**config.mk**
```make
export PLATFORM = sky130hd
export DESIGN_NAME = cmb_fifo
export DESIGN_NICKNAME = d
export VERILOG_FILES = /design/src/cmb_fifo.sv
export SDC_FILE = /design/constraint.sdc
export NUM_CORES = 1
export LEC_CHECK = 0
export BUFFER_PORTS_ARGS = -buffer_cell sky130_fd_sc_hd__buf_2
export CAP_MARGIN = 5
export CORE_AREA = 2 2 56 58
export DETAILED_ROUTE_END_ITERATION = 8
export DIE_AREA = 0 0 58 60
export GPL_TIMING_DRIVEN = 0
export PLACE_DENSITY = 0.8
export SYNTH_ARGS = -nofsm -noshare
export SYNTH_HDL_FRONTEND = slang
export SYNTH_SLANG_ARGS = --single-unit
```
**constraint.sdc**
```tcl
create_clock -name i_clk -period 4.01 [get_ports i_clk]
set_input_delay 0.6015 -clock i_clk [delete_from_list [all_inputs] [get_ports i_clk]]
set_output_delay 0.6015 -clock i_clk [all_outputs]
set_load 0.05 [all_outputs]
```
**src/cmb_fifo.sv**
```systemverilog
// ----------------------------------------------------------------------------
// cmb_fifo - short command queue
// Flop based FIFO between the front and back parts.
// ----------------------------------------------------------------------------
module cmb_fifo #(
    parameter int WIDTH = 8,
    parameter int DEPTH = 4
) (
    input  logic             i_clk,
    input  logic             i_rst_n,
    input  logic             i_push,
    input  logic [WIDTH-1:0] i_data,
    output logic             o_full,
    input  logic             i_pop,
    output logic             o_empty,
    output logic [WIDTH-1:0] o_data
);

    localparam int AW   = (DEPTH > 1) ? $clog2(DEPTH) : 1;
    localparam int CNTW = $clog2(DEPTH + 1);

    logic [WIDTH-1:0] r_mem [DEPTH];
    logic [AW-1:0]    r_wr_ptr, r_rd_ptr, n_wr_ptr, n_rd_ptr;
    logic [CNTW-1:0]  r_count, n_count;
    logic             push_ok, pop_ok;

    assign o_full  = (r_count == CNTW'(DEPTH));
    assign o_empty = (r_count == '0);
    assign o_data  = r_mem[r_rd_ptr];
    assign push_ok = i_push & ~o_full;
    assign pop_ok  = i_pop & ~o_empty;

    always_comb begin
        n_wr_ptr = r_wr_ptr;
        n_rd_ptr = r_rd_ptr;
        n_count  = r_count;
        if (push_ok) begin
            n_wr_ptr = (r_wr_ptr == AW'(DEPTH - 1)) ? '0 : r_wr_ptr + AW'(1);
        end
        if (pop_ok) begin
            n_rd_ptr = (r_rd_ptr == AW'(DEPTH - 1)) ? '0 : r_rd_ptr + AW'(1);
        end
        case ({push_ok, pop_ok})
            2'b10:   n_count = r_count + CNTW'(1);
            2'b01:   n_count = r_count - CNTW'(1);
            default: n_count = r_count;
        endcase
    end

    always_ff @(posedge i_clk) begin
        if (!i_rst_n) begin
            r_wr_ptr <= '0;
            r_rd_ptr <= '0;
            r_count  <= '0;
        end else begin
            r_wr_ptr <= n_wr_ptr;
            r_rd_ptr <= n_rd_ptr;
            r_count  <= n_count;
        end
    end

    always_ff @(posedge i_clk) begin
        if (push_ok) begin
            r_mem[r_wr_ptr] <= i_data;
        end
    end

endmodule

```
==> out/metrics.yaml, run 1 <==
report.final.slew_viol_count: 0
fin_skew_ps: 3.56
synth_top_cell_area_share: 0.584
tns_ps: 0
grt_pass1_vias: 814
rsz0062_at_grt: "false"
min_path_type: "primary input to flop"
setup_viol: 0
final_cell_mix: "32 x edfxtp_1, 23 x buf_2, 9 x dfxtp_1"
ioPinCount: 22
cts.sinks: 41
synth_async_sr_flop_share: 0
multi_input_area_sq_um: 459
cp-start-kind: "flop"
fin_nets: 145
grt.overflow.total: 0
register_area_sq_um: 1140
cts_tree: "done"
syn_area_per_cell_sq_um: 16.8
r2r-start: "r_count[2]"
cts-resized-gates: 0
grt_max_degree: 14
cts_setup_buffers: 0
synth_area_sq_um: 1640
yosys_warnings: 0
drcViolationCount: 0
cts-root-buf: "clkbuf_4"
fin_crit_ps: 2300
finalCritPeriodShare: 0.574
synth_top_area_cell: "edfxtp_1"
clk_pin_slew_ps: 110
synth_area_leaders: "edfxtp_1 58%, dfxtp_1 11%, mux4_2 11%"
power.density_nw_per_um2: 681
peakVddDrop_mv: 0.535
htree_levels: 2
power.leakage_uw: 0.000705
grt_pass1_wl_microns: 3680
gp_congestion: 0.671
portBuffers: 21
grtUsageMet1: 0.161
routed_wirelength_microns: 2380
initial_utilization: 0.566
required_ps: 3410
use_met3: 0.0714
die_x_microns: 58
syn_inst: 98
rows: 20
synthToLayoutAreaGrowth_pct: 15.1
maxSlewHeadroom: 0.635
worst_skew_pair.late_latency_ps: 340
wire_per_inst_microns: 14.9
worst_setup_path_end_kind: "output pin"
synth.distinct_cells: 22
cp_data_arrival_time_ps: 1700
hold_viol: 0
status: "finished clean"
hold_path.startpoint: "i_data[0]"
timing.fmax_mhz: 434
coreArea_sq_um: 2900
ant_nets: 0
synthesis.nets: 117
worstPathMaxFanout: 8
antenna_cells: 0
clockBufferDepth: 2
post-dp-hpwl_microns: 1740
dieArea_sq_um: 3480
timing.hold.ws_ps: 472
layout_commonest_cell: "edfxtp_1"
die_h_microns: 60
drt_iter0_drc: 35
groute.usage.overall: 0.157
use_met2: 0.271
synth_seq_cells: 41
drtPass1Iterations: 4
ctsHoldBuffers: 0
nFillCells: 214
vias: 857
antenna_found_initial: 0
numCtsBuffers: 5
maxCapViolCount: 0
synth_flop_cell: "edfxtp_1"
synth_edf_count: 32
layout-drive-gt1-share: 0.315
synth-seq-area-share: 0.694
worst_pin_slew_ps: 542
crit_type: "flop to output pin"
gr-max-usage-layer: "met2"
viasPerCell: 5.36
[synthesized netlist by cell type (2+ instances only)]
cell and n:
ha_1 6, nand3_1 2, o21ai_0 4, mux2i_1 2, nor2_1 2, nand2_1 7
mux4_2 8, edfxtp_1 32, clkbuf_1 2, buf_2 2, dfxtp_1 9, inv_1 7
and2_1 6
[cell type report]
cell class              count  share of cell area
flip-flops and latches     41               0.603
multi-input cells          46               0.243
well taps                  33              0.0218
clock inverters             3              0.0344
inverters                   7              0.0139
plain buffers               4             0.00925
clock buffers               5              0.0198
repair buffers             21              0.0555
[sequential cells by signal, summed over array words and instances, names as in the netlist, named ones only]
signal and cells:
r_rd_ptr 2, r_wr_ptr 2, r_mem 32, r_count 3
[worst max-delay path, cell delays in order, from the launching register on]
cell and delay (ps):
dfxtp_1 320, buf_2 280, mux4_2 540, buf_2 220
[logic make-up (layout without fill, tap and decap cells)]
kind of cell    count (synthesis)  in the layout  share of synthesized area
compound gates                  6              6                     0.0213
xor+xnor                        2              2                     0.0107
fa+ha+maj                       7              7                     0.0578
buf+inv                        11             40                     0.0266
flops                          41             41                      0.694
mux                            10             10                      0.122
simple gates                   21             21                     0.0677
[final timing paths]
kind / to / slack (ps) / cells past startpoint
worst max-delay path: o_data[2] / 1710 / 3
worst max register to register: r_count[2] / 1810 / 10
worst min-delay path: r_mem[1][0] / 470 / 1
worst min register to register: r_wr_ptr[1] / 510 / 2
[metal layers]
layer | share of wire | up-vias
met5 | 0 | -
met4 | 0.021 | 0
met3 | 0.069 | 5
met2 | 0.50 | 25
met1 | 0.40 | 408
li1 | - | 419
[stage by stage]
step	std cells	total power [uW]	setup slack, ps	utilization	area, sq um
floorplan	98	900	1410	-	1640
global placement	152	974	1720	0.617	1790
detailed placement	152	990	1650	0.617	1790
CTS	160	1310	1650	0.652	1890
global route	160	1360	1590	0.652	1890
finish	160	1290	1710	0.652	1890
[power by group]
group | internal (uW) | switching [uW] | leakage [uW]
combinational | 142 | 285 | 0.000283
clock | 193 | 122 | 0.0000552
sequential | 519 | 28.6 | 0.000367
(Power assumes the default switching activity.)
==> inputs of run 2 (changes only) <==
==> config.mk (replaced) <==
export PLATFORM = sky130hd
export DESIGN_NAME = cmb_fifo
export DESIGN_NICKNAME = d
export VERILOG_FILES = /design/src/cmb_fifo.sv
export SDC_FILE = /design/constraint.sdc
export NUM_CORES = 1
export LEC_CHECK = 0
export ABC_AREA = 1
export BUFFER_PORTS_ARGS = -buffer_cell sky130_fd_sc_hd__buf_2
export CAP_MARGIN = 5
export CORE_AREA = 2 2 58 60
export DETAILED_ROUTE_END_ITERATION = 8
export DIE_AREA = 0 0 60 62
export GPL_TIMING_DRIVEN = 0
export PLACE_DENSITY = 0.76
export SYNTH_ARGS = -nofsm -noshare
export SYNTH_HDL_FRONTEND = slang
export SYNTH_SLANG_ARGS = --single-unit
==> constraint.sdc (replaced) <==
create_clock -name i_clk -period 2.36 [get_ports i_clk]
set_input_delay 0.354 -clock i_clk [delete_from_list [all_inputs] [get_ports i_clk]]
set_output_delay 0.354 -clock i_clk [all_outputs]
set_load 0.05 [all_outputs]
==> run 2 against run 1 <==
- highest routed layer unchanged
- largest power group unchanged
- final cell count rose by 38%
- largest cell class unchanged
- area after synthesis is 3.0% higher
- sequential cell count is the same
==> out/metrics.yaml, run 2 <==
status: "finished clean"
tns_ps: 0
ioPinCount: 22
synth_top_area_cell: "edfxtp_1"
layout-drive-gt1-share: 0.217
critPathMaxStageDelay_ps: 430
power.density_nw_per_um2: 1220
p_int_uw: 1360
grt_pass1_wl_microns: 4250
grt.overflow.total: 0
routedLengthMet1_microns: 1250
groute.usage.overall: 0.169
report.final.slew_viol_count: 0
max_flop_register: "r_mem"
dieArea_sq_um: 3720
reg2regPathDepth: 13
min_path_type: "primary input to flop"
dr_wl_met2_microns: 1460
worstPathBufferInverterCount: 2
worst_pin_slew_ps: 802
dpl_cell_area_sq_um: 1860
clk_pin_slew_ps: 130
largest_reg_flops: 32
hold_path.startpoint: "i_data[0]"
drtPass1Iterations: 4
cts.sinks: 41
fin_crit_ps: 2000
viasPerCell: 5.04
layout_commonest_cell: "edfxtp_1"
ctsHoldBuffers: 0
cts-resized-gates: 0
clockPowerShare: 0.192
p_sw_uw: 999
comb_power_share: 0.404
coreArea_sq_um: 3180
utilization: 0.610
synth_top_cell_area_share: 0.568
grt_pass1_vias: 935
portBuffers: 21
cp_data_arrival_time_ps: 1650
cts-root-buf: "clkbuf_4"
rows: 21
rsz0062_at_grt: "false"
hold_path_depth: 1
r2r-start: "r_count[2]"
die_x_microns: 60
required_ps: 2010
synthToLayoutAreaGrowth_pct: 14.6
synthesis.nets: 165
power.leakage_uw: 0.000779
maxSlewHeadroom: 0.464
synth_flop_cell: "edfxtp_1"
route.met3.wl_microns: 154
netlist_top_cells_count: "32 x edfxtp_1, 28 x nor2_1, 17 x inv_1"
path_cells: "inv_1, o21ai_0, o22ai_1, buf_2"
cp-start-kind: "flop"
fin_nets: 193
ant_nets: 0
clockBufferDepth: 2
gp_congestion: 0.710
cts_setup_buffers: 0
stdcell_area_sq_um: 1940
antenna_found_initial: 0
setup_viol: 0
crit_family: "buffers and inverters"
htree_levels: 2
maxCapViolCount: 0
crit_type: "flop to output pin"
slowest_stage: "dfxtp_1"
top_layer: "met4"
synth.distinct_cells: 20
peakVddDrop_mv: 0.524
antenna_cells: 0
cts_tree: "done"
nFillCells: 254
worst_skew_pair.late_latency_ps: 350
worst_setup_path_end_kind: "output pin"
synth-seq-area-share: 0.674
synth.most_common_cell: "edfxtp_1"
syn_area_per_cell_sq_um: 11.6
synth_area_sq_um: 1690
top_regs: "r_mem (32), r_count (3)"
syn_inst: 146
yosys_warnings: 0
wire_per_inst_microns: 13.1
r2r-end: "r_count[2]"
die_h_microns: 62
finalCritPeriodShare: 0.848
synth_edf_count: 32
r2r_slack_ps: 580
crit_cells: 4
hold_end: "r_mem[2][0]"
drt_iter0_drc: 46
synth_area_leaders: "edfxtp_1 57%, dfxtp_1 11%, nor2_1 6.2%"
hold_viol: 0
synth_async_sr_flop_share: 0
vias: 1113
routed_wirelength_microns: 2900
fin_skew_ps: 9.88
swShare: 0.424
timing.fmax_mhz: 499
seqPwrFrac: 0.404
drcViolationCount: 0
initial_utilization: 0.532
final_cell_mix: "32 x edfxtp_1, 28 x nor2_1, 21 x buf_2"
numCtsBuffers: 5
worstPathMaxFanout: 9
grt_max_degree: 15
post-dp-hpwl_microns: 1980
synth_seq_cells: 41
-- run 2: changes by cell type after synthesis, moves of 4 or more --
cell     previous run  this run
inv_1               7        17
o21ai_0             4        14
mux4_2              8         0
a21oi_1             0         4
nor2_1              2        28
o22ai_1             0         8
nand2_1             7        12
and2_1              6         0
-- run 2: worst max path at each step --
stage,startpoint,to,slack (ps)
2_1_floorplan,r_count[2],r_count[2],520
3_3_place_gp,r_count[1],r_count[2],660
3_5_place_dp,r_count[1],r_count[2],610
4_1_cts,flop,o_data[1],340
5_1_grt,flop,o_data[7],240
6_report,flop,o_data[1],360
-- run 2: area by class of cell --
type	instances	area [sq um]	area share
flip-flops and latches	41	1140	0.588
multi-input cells	85	462	0.238
repair buffers	21	105	0.0542
inverters	18	67.6	0.0348
well taps	46	57.6	0.0297
clock inverters	3	46.3	0.0239
clock buffers	5	37.5	0.0194
plain buffers	2	22.5	0.0116
-- run 2: per-stage QoR --
stage          power [uW]  setup WS (ps)  instances  hold WS [ps]
3_5_place_dp         1930            607        213           530
3_3_place_gp         1890            656        213           506
4_1_cts              2380            340        221           195
6_report             2360            358        221           213
2_1_floorplan        1700            517        146           453
5_1_grt              2490            236        221           183
-- run 2: metal layers --
metal | vias up | track usage
met5 | - | 0
met4 | 0 | 0.0730
met3 | 6 | 0.0600
met2 | 31 | 0.283
met1 | 515 | 0.199
li1 | 561 | -
-- run 2: kinds of logic after synthesis --
family | count (synthesis) | share of synthesized area
flops | 41 | 0.674
buf+inv | 20 | 0.0532
fa+ha+maj | 7 | 0.0562
simple gates | 48 | 0.118
compound gates | 30 | 0.0990
-- run 2: worst register-to-register path: stages (launching register included) --
cell     delay (ps)
dfxtp_1         380
inv_1            70
nand2_1         140
inv_1            70
nor2_1          100
ha_1            180
inv_1            70
fa_1            380
inv_1            60
nand2_1          60
nand3_1          70
nand2_1          50
inv_1            40
nor2_1           30
-- run 2: power by group through the flow --
stage / Clock (uW) / Sequential [uW] / Combinational [uW]
after floorplan: 0 / 946 / 751
after global placement: 0 / 963 / 925
after detailed placement: 0 / 969 / 958
after CTS: 464 / 953 / 960
after global routing: 490 / 964 / 1040
final: 453 / 953 / 953
==> inputs of run 3 (changes only) <==
==> constraint.sdc (replaced) <==
create_clock -name i_clk -period 1.92 [get_ports i_clk]
set_input_delay 0.288 -clock i_clk [delete_from_list [all_inputs] [get_ports i_clk]]
set_output_delay 0.288 -clock i_clk [all_outputs]
set_load 0.05 [all_outputs]
==> run 3 against run 2 <==
- core utilization is 0.98 points higher
- register-to-register slack worse by 430 ps
- die area stayed put
- total power is 26% higher
- critical path depth is 1 higher
- first-iteration DRC count is 2.2% higher
- worst hold slack worse by 66 ps
- clock power is 23% higher
- final cell count stayed put
- sequential power is 24% higher
- global-route usage hardly changed
- critical endpoint is now o_data[3]
- largest power group is now combinational cells
==> out/metrics.yaml, run 3 (same netlist as run 2, synthesis figures left out) <==
vias: 1111
drcViolationCount: 0
ioPinCount: 22
htree_levels: 2
required_ps: 1630
maxCapViolCount: 0
min_path_type: "primary input to flop"
finalCritPeriodShare: 0.944
wire_per_inst_microns: 13.4
layout_commonest_cell: "edfxtp_1"
power.density_nw_per_um2: 1510
pre_cts_ws_ps: 167
hold_path_depth: 1
gp_congestion: 0.710
numCtsBuffers: 5
clockBufferDepth: 2
antenna_found_initial: 0
grt_max_degree: 15
viasPerCell: 5.03
ant_nets: 0
die_x_microns: 60
cp_data_arrival_time_ps: 1520
crit_type: "flop to output pin"
cts_tree: "done"
report.final.slew_viol_count: 0
grt.overflow.total: 0
drt_iter0_drc: 47
initial_utilization: 0.532
grt_pass1_vias: 938
r2r-end: "r_count[2]"
synthToLayoutAreaGrowth_pct: 16.4
fin_crit_ps: 1810
fin_ws_ps: 107
timing.fmax_mhz: 552
top_regs: "r_mem (32), r_count (3)"
cp-start-kind: "flop"
worst_skew_pair.late_latency_ps: 350
cts_setup_buffers: 0
fin_skew_ps: 10.5
reg2regPathDepth: 11
power.leakage_uw: 0.000784
worst_pin_slew_ps: 824
hold_viol: 0
rows: 21
routed_wirelength_microns: 2960
hold_path.startpoint: "i_data[0]"
post-dp-hpwl_microns: 1980
crit_end: "o_data[3]"
r2r_slack_ps: 150
dpl_cell_area_sq_um: 1860
dieArea_sq_um: 3720
fin_nets: 193
die_h_microns: 62
grt_pass1_wl_microns: 4260
max_flop_register: "r_mem"
setup_viol: 0
coreArea_sq_um: 3180
worstPathMaxFanout: 10
maxSlewHeadroom: 0.449
cts.sinks: 41
groute.usage.overall: 0.169
portBuffers: 21
clk_pin_slew_ps: 130
stdcell_area_sq_um: 1970
largest_reg_flops: 32
r2r-start: "r_count[1]"
antenna_cells: 0
dp.cells: 213
cts-root-buf: "clkbuf_4"
nFillCells: 256
layout-drive-gt1-share: 0.257
drtPass1Iterations: 4
final_cells: 221
final_cell_mix: "32 x edfxtp_1, 27 x nor2_1, 16 x inv_1"
worst_setup_path_end_kind: "output pin"
status: "finished clean"
peakVddDrop_mv: 0.648
==> run 3: cell count changes in the layout (fill, tap and decap cells not counted), sizes merged <==
cell,change
buf,-2
clkbuf,+2
==> run 3: routing by layer <==
layer	routed length, microns	up-vias	track usage
met3	138	6	0.0600
met2	1520	25	0.283
li1	-	563	-
met1	1270	517	0.200
met5	0	-	0
met4	38	0	0.0730
==> run 3: worst max-delay path, stage by stage, from the launching register on <==
cell and delay [ps]:
dfxtp_2 390, inv_2 130, buf_6 180, nor2_1 50, o22ai_1 150, buf_2 280
==> run 3: what timing repair did <==
| action | CTS | global route |
|---|---|---|
| endpoints found under the setup margin | 4 | 9 |
| hold buffers | 0 | 0 |
| pin swaps | 0 | 1 |
| gates resized for setup | 4 | 10 |
==> run 3: layout make-up <==
cell class / count / area, sq um / share of cell area
clock buffers: 5 / 37.5 / 0.0190
flip-flops and latches: 41 / 1140 / 0.581
clock inverters: 3 / 46.3 / 0.0235
well taps: 46 / 57.6 / 0.0292
inverters: 18 / 67.6 / 0.0343
repair buffers: 21 / 120 / 0.0610
multi-input cells: 85 / 474 / 0.241
plain buffers: 2 / 22.5 / 0.0114
==> run 3: worst min-delay path by stage <==
stage	endpoint	slack (ps)
floorplan	r_mem[0][0]	390
global placement	r_mem[3][3]	500
detailed placement	r_mem[2][0]	510
CTS	r_mem[2][0]	130
global route	r_mem[2][0]	120
finish	r_mem[2][0]	150
==> run 3: report_power, final <==
part / leakage [uW] / switching (uW) / internal [uW]
combinational: 0.000374 / 876 / 357
clock: 0.0000414 / 283 / 276
sequential: 0.000369 / 86.4 / 1090
==> run 3: through the flow <==
stage / utilization / hold slack (ps) / TNS [ps] / power (uW)
after global routing: 0.620 / 117 / -2.44 / 3150
after global placement: 0.584 / 499 / 0 / 2320
after detailed placement: 0.584 / 506 / 0 / 2370
after floorplan: - / 387 / 0 / 2090
final: 0.620 / 146 / 0 / 2970
after CTS: 0.613 / 129 / 0 / 2950
