==> src/cmb_pkg.sv <==
// ----------------------------------------------------------------------------
// cmb_pkg - shared types and constants
// Widths, register indexes, op codes and the command flags of the blur block.
// ----------------------------------------------------------------------------
package cmb_pkg;

    localparam int CH_W       = 8;
    localparam int PIX_W      = 3 * CH_W;
    localparam int NBR_MAX    = 5;
    localparam int SUM_W      = $clog2(NBR_MAX * 255 + 1);
    localparam int CNT_W      = $clog2(NBR_MAX + 1);

    localparam int MAX_WIDTH_DEF  = 2048;
    localparam int MAX_HEIGHT_DEF = 4096;
    localparam int QUEUE_DEPTH    = 4;

    localparam int FW_REG_W         = 12;
    localparam int FH_REG_W         = 13;
    localparam int FRAME_WIDTH_RST  = 640;
    localparam int FRAME_HEIGHT_RST = 480;

    localparam int CFG_IDX_W  = 8;
    localparam int CFG_DATA_W = 13;

    localparam logic [CFG_IDX_W-1:0] REG_FRAME_WIDTH  = CFG_IDX_W'(0);
    localparam logic [CFG_IDX_W-1:0] REG_FRAME_HEIGHT = CFG_IDX_W'(1);

    localparam logic OP_PIXEL = 1'b0;
    localparam logic OP_FLUSH = 1'b1;

    // floor(s/3) = (s*683)>>11 and floor(s/5) = (s*1639)>>13 for s <= 1275
    localparam int REC_W     = 11;
    localparam int PROD_W    = SUM_W + REC_W;
    localparam int RECIP3    = 683;
    localparam int RECIP3_SH = 11;
    localparam int RECIP5    = 1639;
    localparam int RECIP5_SH = 13;

    typedef struct packed {
        logic emit;       // produce an output pixel
        logic store;      // write the incoming pixel to the centre row
        logic has_left;
        logic has_right;
        logic has_above;
        logic has_below;
        logic last;       // final pixel of the frame
    } t_cmd_flags;

    localparam int FLAGS_W = $bits(t_cmd_flags);

endpackage

==> src/cmb_front.sv <==
// ----------------------------------------------------------------------------
// cmb_front - request classifier
// Holds frame size and raster position, turns requests into commands.
// ----------------------------------------------------------------------------
module cmb_front
    import cmb_pkg::*;
#(
    parameter int MAX_WIDTH  = MAX_WIDTH_DEF,
    parameter int MAX_HEIGHT = MAX_HEIGHT_DEF
) (
    input  logic                  i_clk,
    input  logic                  i_rst_n,
    input  logic                  i_s_axis_tvalid,
    output logic                  o_s_axis_tready,
    input  logic [PIX_W-1:0]      i_s_axis_tdata,
    input  logic                  i_s_axis_tuser,
    input  logic                  i_cfg_valid,
    output logic                  o_cfg_ready,
    input  logic [CFG_IDX_W-1:0]  i_cfg_index,
    input  logic [CFG_DATA_W-1:0] i_cfg_data,
    output logic                  o_push,
    output logic [(MAX_WIDTH > 1 ? $clog2(MAX_WIDTH) : 1)-1:0] o_col,
    output logic [PIX_W-1:0]      o_pix,
    output t_cmd_flags            o_flags,
    input  logic                  i_full
);

    localparam int CW = (MAX_WIDTH > 1) ? $clog2(MAX_WIDTH) : 1;
    localparam int WW = $clog2(MAX_WIDTH + 1);
    localparam int HW = $clog2(MAX_HEIGHT + 1);

    function automatic logic [WW-1:0] clamp_w(input logic [FW_REG_W-1:0] v);
        int unsigned t;
        t = 32'(v);
        if (t == 0) t = 1;
        if (t > MAX_WIDTH) t = MAX_WIDTH;
        return WW'(t);
    endfunction

    function automatic logic [HW-1:0] clamp_h(input logic [FH_REG_W-1:0] v);
        int unsigned t;
        t = 32'(v);
        if (t == 0) t = 1;
        if (t > MAX_HEIGHT) t = MAX_HEIGHT;
        return HW'(t);
    endfunction

    logic [WW-1:0] r_width;
    logic [HW-1:0] r_height;
    logic [CW-1:0] r_in_col, n_in_col, r_out_col, n_out_col;
    logic [HW-1:0] r_in_row, n_in_row;
    logic          r_out_above, n_out_above;

    logic cfg_wr, accept, in_col_last, out_col_last, frame_done;

    assign o_cfg_ready     = 1'b1;
    assign o_s_axis_tready = ~i_full;
    assign cfg_wr          = i_cfg_valid & o_cfg_ready;
    assign accept          = i_s_axis_tvalid & o_s_axis_tready;
    assign in_col_last     = (WW'(r_in_col) + WW'(1)) >= r_width;
    assign out_col_last    = (WW'(r_out_col) + WW'(1)) >= r_width;
    assign frame_done      = r_in_row >= r_height;
    assign o_pix           = i_s_axis_tdata;

    always_comb begin
        n_in_col    = r_in_col;
        n_in_row    = r_in_row;
        n_out_col   = r_out_col;
        n_out_above = r_out_above;
        o_push      = 1'b0;
        o_col       = r_in_col;
        o_flags     = '0;
        if (cfg_wr) begin
            // any write restarts the frame
            n_in_col    = '0;
            n_in_row    = '0;
            n_out_col   = '0;
            n_out_above = 1'b0;
        end else if (accept) begin
            if (i_s_axis_tuser == OP_PIXEL) begin
                if (!frame_done) begin
                    o_push            = 1'b1;
                    o_flags.emit      = (r_in_row != '0);
                    o_flags.store     = 1'b1;
                    o_flags.has_left  = (r_in_col != '0);
                    o_flags.has_right = ~in_col_last;
                    o_flags.has_above = (r_in_row > HW'(1));
                    o_flags.has_below = 1'b1;
                    if (in_col_last) begin
                        n_in_col = '0;
                        n_in_row = r_in_row + HW'(1);
                    end else begin
                        n_in_col = r_in_col + CW'(1);
                    end
                    n_out_col   = n_in_col;
                    n_out_above = (n_in_row > HW'(1));
                end
            end else if (frame_done) begin
                // flush tick drains the last row
                o_push            = 1'b1;
                o_col             = r_out_col;
                o_flags.emit      = 1'b1;
                o_flags.has_left  = (r_out_col != '0);
                o_flags.has_right = ~out_col_last;
                o_flags.has_above = r_out_above;
                o_flags.last      = out_col_last;
                if (out_col_last) begin
                    n_in_col    = '0;
                    n_in_row    = '0;
                    n_out_col   = '0;
                    n_out_above = 1'b0;
                end else begin
                    n_out_col = r_out_col + CW'(1);
                end
            end
        end
    end

    always_ff @(posedge i_clk) begin
        if (!i_rst_n) begin
            r_width     <= clamp_w(FW_REG_W'(FRAME_WIDTH_RST));
            r_height    <= clamp_h(FH_REG_W'(FRAME_HEIGHT_RST));
            r_in_col    <= '0;
            r_in_row    <= '0;
            r_out_col   <= '0;
            r_out_above <= 1'b0;
        end else begin
            r_in_col    <= n_in_col;
            r_in_row    <= n_in_row;
            r_out_col   <= n_out_col;
            r_out_above <= n_out_above;
            if (cfg_wr) begin
                unique case (i_cfg_index)
                    REG_FRAME_WIDTH:  r_width  <= clamp_w(i_cfg_data[FW_REG_W-1:0]);
                    REG_FRAME_HEIGHT: r_height <= clamp_h(i_cfg_data[FH_REG_W-1:0]);
                    default: ;
                endcase
            end
        end
    end

endmodule

==> config.mk <==
export PLATFORM = sky130hd
export DESIGN_NAME = cmb_front
export DESIGN_NICKNAME = d
export VERILOG_FILES = /design/src/cmb_pkg.sv /design/src/cmb_front.sv
export SDC_FILE = /design/constraint.sdc
export NUM_CORES = 1
export LEC_CHECK = 0
export BUFFER_PORTS_ARGS = -buffer_cell sky130_fd_sc_hd__clkbuf_2
export CAP_MARGIN = 20
export CORE_MARGIN = 2
export CORE_UTILIZATION = 45
export DETAILED_ROUTE_END_ITERATION = 8
export GPL_ROUTABILITY_DRIVEN = 0
export PLACE_DENSITY_LB_ADDON = 0.1
export REMOVE_ABC_BUFFERS = 1
export SYNTH_ARGS = -nofsm -noshare
export SYNTH_HDL_FRONTEND = slang
export SYNTH_SLANG_ARGS = --single-unit
export TNS_END_PERCENT = 5
==> constraint.sdc <==
create_clock -name i_clk -period 3.7 [get_ports i_clk]
set_clock_uncertainty 0.15 [all_clocks]
set_input_delay 0.555 -clock i_clk [delete_from_list [all_inputs] [get_ports i_clk]]
set_output_delay 0.555 -clock i_clk [all_outputs]
set_load 0.05 [all_outputs]
==> impl_metrics.csv, run 1 <==
group,metric,value,unit
grt,grt_overflow,0,
critical_path,criticalPathCategory,"reg2out",
critical_path,reg2reg_depth,20,
synthesis,ys_ff_latch,61,
final_layout,synthToLayoutAreaGrowth,24.2,%
cts,clk_latency,0.35,ns
placed_design,dpl_worst_slack,0.0104,ns
min_path,hp-class,"in2reg",
drt,met3RoutedLength,1280,um
sta,layout_setup_ws,-0.115,ns
synthesis,async_flop_share,0,
pwr,power,1.48,mW
floorplan,ios,96,
synthesis,synth_warnings,0,
sta,tightest_slew,0.910,ns
grt,grt_pass1_vias,4509,
floorplan,die_y,107,um
outcome,status,"finished, violations left",
cts,cts-root-buf,"clkbuf_8",
placed_design,dpl.cell_count,790,
sta,slew_headroom,0.393,
sta,hold_viol,0,
final_layout,final_cell_mix,"buf_4, dfxtp_1, nand3_1, nand2_1",
outcome,failed_checks,"negative setup slack",
drt,top_layer_used,"met4",
floorplan,rows,37,
sta,max_freq,262,MHz
cts,cts_tree,"yes",
synthesis,ys_seq_area_frac,0.257,
drt,drtAntennaViolNets,0,
critical_path,worstPathArrival,3.11,ns
critical_path,critical_path.startpoint,"r_out_col[3]",
final_layout,stdcell_count,822,
run,drv_cap,0,
drt,dr_wl_met2,6620,um
cts,cts_made_buffers,9,
drt,drc,0,
critical_path,crit_required,2.99,ns
sta,slew_violations,0,
cts,postCtsHoldBufs,0,
placed_design,dp_hpwl,11000,um
critical_path,endpoint,"o_flags[3]",
drt,drt_iter0_markers,391,
drt,drt-met1-wl,6920,um
grt,grt_usage,0.266,
synthesis,synthCells,610,
sta,fin_crit_sh,1.03,
synthesis,avgSynthCellArea,7.78,um2
cts,numClockSinks,61,
final_layout,layout_commonest_cell,"buf_4",
sta,setup-violations-final,4,
critical_path,cp_max_fo,3,
drt,wire_per_inst,18.3,um
grt,grt_max_degree,28,
sta,whs,0.313,ns
grt,grt_first_pass_wirelength,23600,um
final_layout,nNetsFinal,777,
drt,route.final.wire_length,15100,um
floorplan,fp.dieW,107,um
synthesis,syn_area,4740,um2
synthesis,synth_ff_type,"dfxtp_1",
final_layout,final_util,0.574,
drt,first_pass_iters,5,
critical_path,rrSetupSlack,-0.02,ns
critical_path,r2r-end,"r_out_col[5]",
floorplan,dieArea,11400,um2
pwr,leakage,2.52,nW
floorplan,start_util,0.462,
synthesis,synth_cell_types,71,
synthesis,synth_edf_count,0,
final_layout,drive_gt1_frac,0.272,
pwr,vdd_drop_max,0.150,mV
cts,clockBufferDepth,2,
grt,antenna_found_initial,0,
critical_path,cp-start-kind,"register",
sta,post-route-min-period,3.81,ns
critical_path,r2r-start,"r_out_col[3]",
cts,clk_pin_slew,0.07,ns
placed_design,io_buffers,46,
floorplan,fp.coreArea,10300,um2
critical_path,endpoint_kind,"output port",
drt,dr_total_vias,4834,
cts,htree_levels,3,
sta,rsz0062_at_grt,"yes",
drt,via_per_inst,5.88,
pwr,p_per_area,250,nW/um2
-- kinds of logic (layout without fill, tap and decap cells) --
| logic type | after synthesis | in the layout | share of synthesized area |
|---|---|---|---|
| multiplexers | 12 | 12 | 0.0277 |
| XOR/XNOR | 19 | 19 | 0.0351 |
| adder cells (fa/ha/maj) | 47 | 47 | 0.123 |
| other | 1 | 2 | 0.000790 |
| AND/OR/NAND/NOR | 228 | 228 | 0.258 |
| flip-flops | 61 | 61 | 0.257 |
| buffers and inverters | 98 | 173 | 0.0999 |
| AO/OA/AOI/OAI | 144 | 144 | 0.198 |
-- worst min path at each step --
| stage | from | endpoint | slack (ns) | cells after the start |
|---|---|---|---|---|
| after global routing | i_cfg_data[7] | r_height[7] | 0.34 | 3 |
| after detailed placement | r_height[6] | r_height[6] | 0.31 | 2 |
| after global placement | r_width[11] | r_width[11] | 0.30 | 2 |
| after CTS | i_cfg_data[7] | r_height[7] | 0.30 | 3 |
| after floorplan | r_width[7] | r_width[7] | 0.28 | 2 |
| final | i_cfg_data[7] | r_height[7] | 0.31 | 3 |
-- cell type report --
class / count / area, um2
timing repair buffer: 113 / 813
clock buffer: 12 / 155
tap: 136 / 170
multi-input combinational: 451 / 3280
sequential: 61 / 1230
inverter: 44 / 165
antenna: 1 / 2.50
fill: 978 / 4380
clock inverter: 4 / 70.1
-- cell usage after synthesis, types with 3 or more instances --
master | instances | area [um2]
nand2_1 | 46 | 173
a22oi_1 | 22 | 165
buf_2 | 7 | 35.0
a21oi_1 | 38 | 190
nor4_1 | 11 | 68.8
mux2i_1 | 3 | 30.0
o21ai_1 | 3 | 15.0
mux2_1 | 3 | 33.8
buf_1 | 3 | 11.3
nand4_1 | 7 | 43.8
buf_4 | 26 | 195
nor3b_1 | 3 | 22.5
and3_1 | 23 | 144
a211o_1 | 4 | 35.0
a21o_1 | 3 | 22.5
dfxtp_1 | 61 | 1220
nor3_1 | 12 | 60.1
and2_1 | 5 | 31.3
nand3_1 | 46 | 230
o31ai_1 | 3 | 22.5
inv_1 | 43 | 161
nand2b_1 | 9 | 56.3
xnor2_1 | 10 | 87.6
o211ai_1 | 3 | 22.5
clkbuf_1 | 18 | 67.6
nand4b_1 | 3 | 26.3
o2bb2ai_1 | 4 | 35.0
o21ai_0 | 38 | 190
mux2_2 | 6 | 67.6
ha_1 | 46 | 576
nor2b_1 | 19 | 119
a32oi_1 | 3 | 26.3
xor2_1 | 9 | 78.8
nor2_1 | 27 | 101
-- layer usage --
metal,global-route usage,vias to the layer above
li1,-,2312
met1,0.370,2268
met2,0.406,230
met3,0.0608,24
met4,0.0863,0
met5,0,-
-- repair_timing --
item | in CTS | in global routing
hold endpoints to repair | 0 | 0
pin swaps | 17 | 15
resized for setup | 46 | 39
gates cloned | 0 | 0
setup endpoints to repair | 13 | 38
setup buffers | 13 | 2
-- critical path, stage by stage (launching register included) --
cell and delay, ns:
dfxtp_2 0.34, and3_4 0.19, and3_4 0.18, and3_4 0.19
and3_4 0.22, xor2_4 0.18, ha_4 0.22, o21ai_2 0.07
a21oi_2 0.09, and4_4 0.16, a221oi_4 0.32, nand2_1 0.14
inv_2 0.09, nand2_2 0.05, a21oi_2 0.17, buf_12 0.15
-- registers in the layout, indices dropped and copies added, names as in the netlist --
register / count
r_in_col: 11
r_out_col: 11
r_width: 12
r_height: 13
r_out_above: 1
r_in_row: 13
-- per-stage QoR --
step	area (um2)	TNS, ns
3_3_place_gp	5240	0
4_1_cts	5740	-0.0961
6_report	5890	-0.173
5_1_grt	5890	-1.59
2_1_floorplan	4440	-0.525
3_5_place_dp	5240	0
-- where the power goes --
part,switching [mW],leakage (nW),internal [mW]
clock network,0.279,0.116,0.414
logic,0.0792,1.91,0.0436
registers,0.00161,0.496,0.657
total,0.360,2.52,1.12
No activity file was read; power rests on OpenSTA's default activity.
==> run 2, diff against run 1 <==
--- a/config.mk
+++ b/config.mk
@@ -7,7 +7,6 @@
 export LEC_CHECK = 0
 export BUFFER_PORTS_ARGS = -buffer_cell sky130_fd_sc_hd__clkbuf_2
 export CAP_MARGIN = 20
-export CORE_MARGIN = 2
 export CORE_UTILIZATION = 45
 export DETAILED_ROUTE_END_ITERATION = 8
 export GPL_ROUTABILITY_DRIVEN = 0
@@ -16,4 +15,4 @@
 export SYNTH_ARGS = -nofsm -noshare
 export SYNTH_HDL_FRONTEND = slang
 export SYNTH_SLANG_ARGS = --single-unit
-export TNS_END_PERCENT = 5
+export TNS_END_PERCENT = 20
==> run 2 against run 1 <==
The run still ends with negative setup slack left; wire length decreased by 3.7%; global-route usage increased by 0.49 points; sequential power about the same.
==> impl_metrics.csv, run 2 (synthesized netlist as in run 1, its figures left out) <==
group,metric,value,unit
outcome,status,"finished, violations left",
outcome,failed_checks,"negative setup slack",
sta,tightest_slew,0.879,ns
grt,grt_max_degree,28,
drt,dr_total_vias,4720,
run,drv_cap,0,
drt,wire_per_inst,17.8,um
critical_path,critical_path.startpoint,"r_out_col[2]",
grt,grt_overflow,0,
cts,postCtsHoldBufs,0,
drt,drc,0,
critical_path,rrSetupSlack,0.15,ns
pwr,vdd_drop_max,0.246,mV
sta,slew_violations,0,
cts,clk_pin_slew,0.07,ns
sta,max_freq,263,MHz
final_layout,final_cell_mix,"buf_4, dfxtp_1, nand3_1",
final_layout,final_area,5700,um2
min_path,min_from,"r_width[11]",
critical_path,criticalPathCategory,"reg2out",
sta,rsz0062_at_grt,"yes",
grt,grt_usage,0.271,
placed_design,dp_hpwl,11000,um
final_layout,layout_commonest_cell,"buf_4",
placed_design,dpl.cell_count,789,
pwr,p_per_area,256,nW/um2
cts,cts_tree,"yes",
min_path,min_to,"r_width[11]",
critical_path,endpoint_kind,"output port",
critical_path,reg2reg_depth,15,
final_layout,drive_gt1_frac,0.253,
critical_path,worstPathArrival,3.09,ns
cts,clockBufferDepth,2,
floorplan,dieArea,11000,um2
critical_path,cp_max_fo,4,
final_layout,insertedDiodeCount,0,
drt,drtAntennaViolNets,0,
placed_design,io_buffers,46,
cts,clk_latency,0.35,ns
grt,grt_first_pass_wirelength,23100,um
final_layout,stdcell_count,813,
drt,route.final.wire_length,14500,um
final_layout,nNetsFinal,769,
critical_path,r2r-start,"r_out_col[2]",
critical_path,cpMaxStageDelayCell,"a221oi_4",
sta,setup-violations-final,1,
placed_design,dpl_worst_slack,0.00397,ns
pwr,power,1.46,mW
critical_path,critPathBufInv,3,
critical_path,crit_family,"simple AND/OR/NAND/NOR gates",
sta,finalSetupTns,-0.0952,ns
grt,antenna_found_initial,0,
min_path,hold_depth,2,
sta,post-route-min-period,3.80,ns
critical_path,crit_required,2.99,ns
critical_path,cp-start-kind,"register",
final_layout,final_util,0.555,
critical_path,r2r-end,"r_in_row[3]",
floorplan,fp.dieW,105,um
sta,slew_headroom,0.414,
floorplan,rows,37,
drt,via_per_inst,5.81,
placed_design,dpl-instance-area,5240,um2
cts,htree_levels,3,
final_layout,reg_top3,"r_height: 13 flops, r_in_row: 13 flops, r_width: 12 flops",
drt,drt_iter0_markers,375,
grt,grt_pass1_vias,4455,
cts,cts_made_buffers,9,
floorplan,fp.coreArea,10300,um2
cts,cts-root-buf,"clkbuf_8",
min_path,hp-class,"reg2reg",
floorplan,start_util,0.462,
floorplan,die_y,105,um
floorplan,ios,96,
cts,numClockSinks,61,
sta,hold_viol,0,
critical_path,path_cells,"and3_4 > and3_4 > and3_4 > nand3_4 > xnor2_2 > ha_1 > o21ai_2 > a21oi_2 > buf_4 > a221oi_4 > nand2_2 > inv_2 > nand2_2 > a21oi_2 > buf_12",
drt,first_pass_iters,5,
critical_path,slowest_delay,0.35,ns
sta,fin_crit_sh,1.03,
final_layout,synthToLayoutAreaGrowth,20.2,%
critical_path,cp_common_cell,"and3_4",
sta,layout_setup_ws,-0.0952,ns
pwr,leakage,2.45,nW
sta,whs,0.319,ns
-- run 2: how the worst max path moves through the flow --
stage | cells past startpoint | end | slack, ns
after CTS | 15 | o_flags[3] | -0.06
after global routing | 15 | o_flags[3] | -0.20
after detailed placement | 15 | o_flags[3] | 0.004
after floorplan | 14 | o_flags[3] | -0.52
after global placement | 15 | o_flags[3] | 0.06
final | 15 | o_flags[3] | -0.1
-- run 2: layer usage --
| metal | GRT usage | vias up | wire length (um) |
|---|---|---|---|
| li1 | - | 2288 | - |
| met1 | 0.383 | 2230 | 7010 |
| met2 | 0.409 | 190 | 6330 |
| met3 | 0.0611 | 12 | 990 |
| met4 | 0.0795 | 0 | 175 |
| met5 | 0 | - | 0 |
-- run 2: layout make-up --
class	count	area, um2
Multi-Input combinational cell	451	3200
Timing Repair Buffer	105	714
Sequential cell	61	1230
Inverter	44	165
Tap cell	136	170
Fill cell	1017	4570
Clock buffer	12	155
Clock inverter	4	70.1
-- run 2: timing repair --
item	in CTS	in global routing
endpoints found under the setup margin	16	32
setup buffers	9	2
pin swaps	12	6
resized for setup	34	20
-- run 2: power breakdown --
group | leakage, nW | total (mW) | internal (mW) | switching [mW]
clock | 0.116 | 0.688 | 0.414 | 0.274
combinational | 1.84 | 0.115 | 0.0387 | 0.0764
sequential | 0.494 | 0.658 | 0.657 | 0.00128
total | 2.45 | 1.46 | 1.11 | 0.351
-- run 2: tightest hold or removal path: stages, from the launching register on --
cell      delay, ns
dfxtp_1        0.31
nand2_1        0.05
a21boi_0       0.06
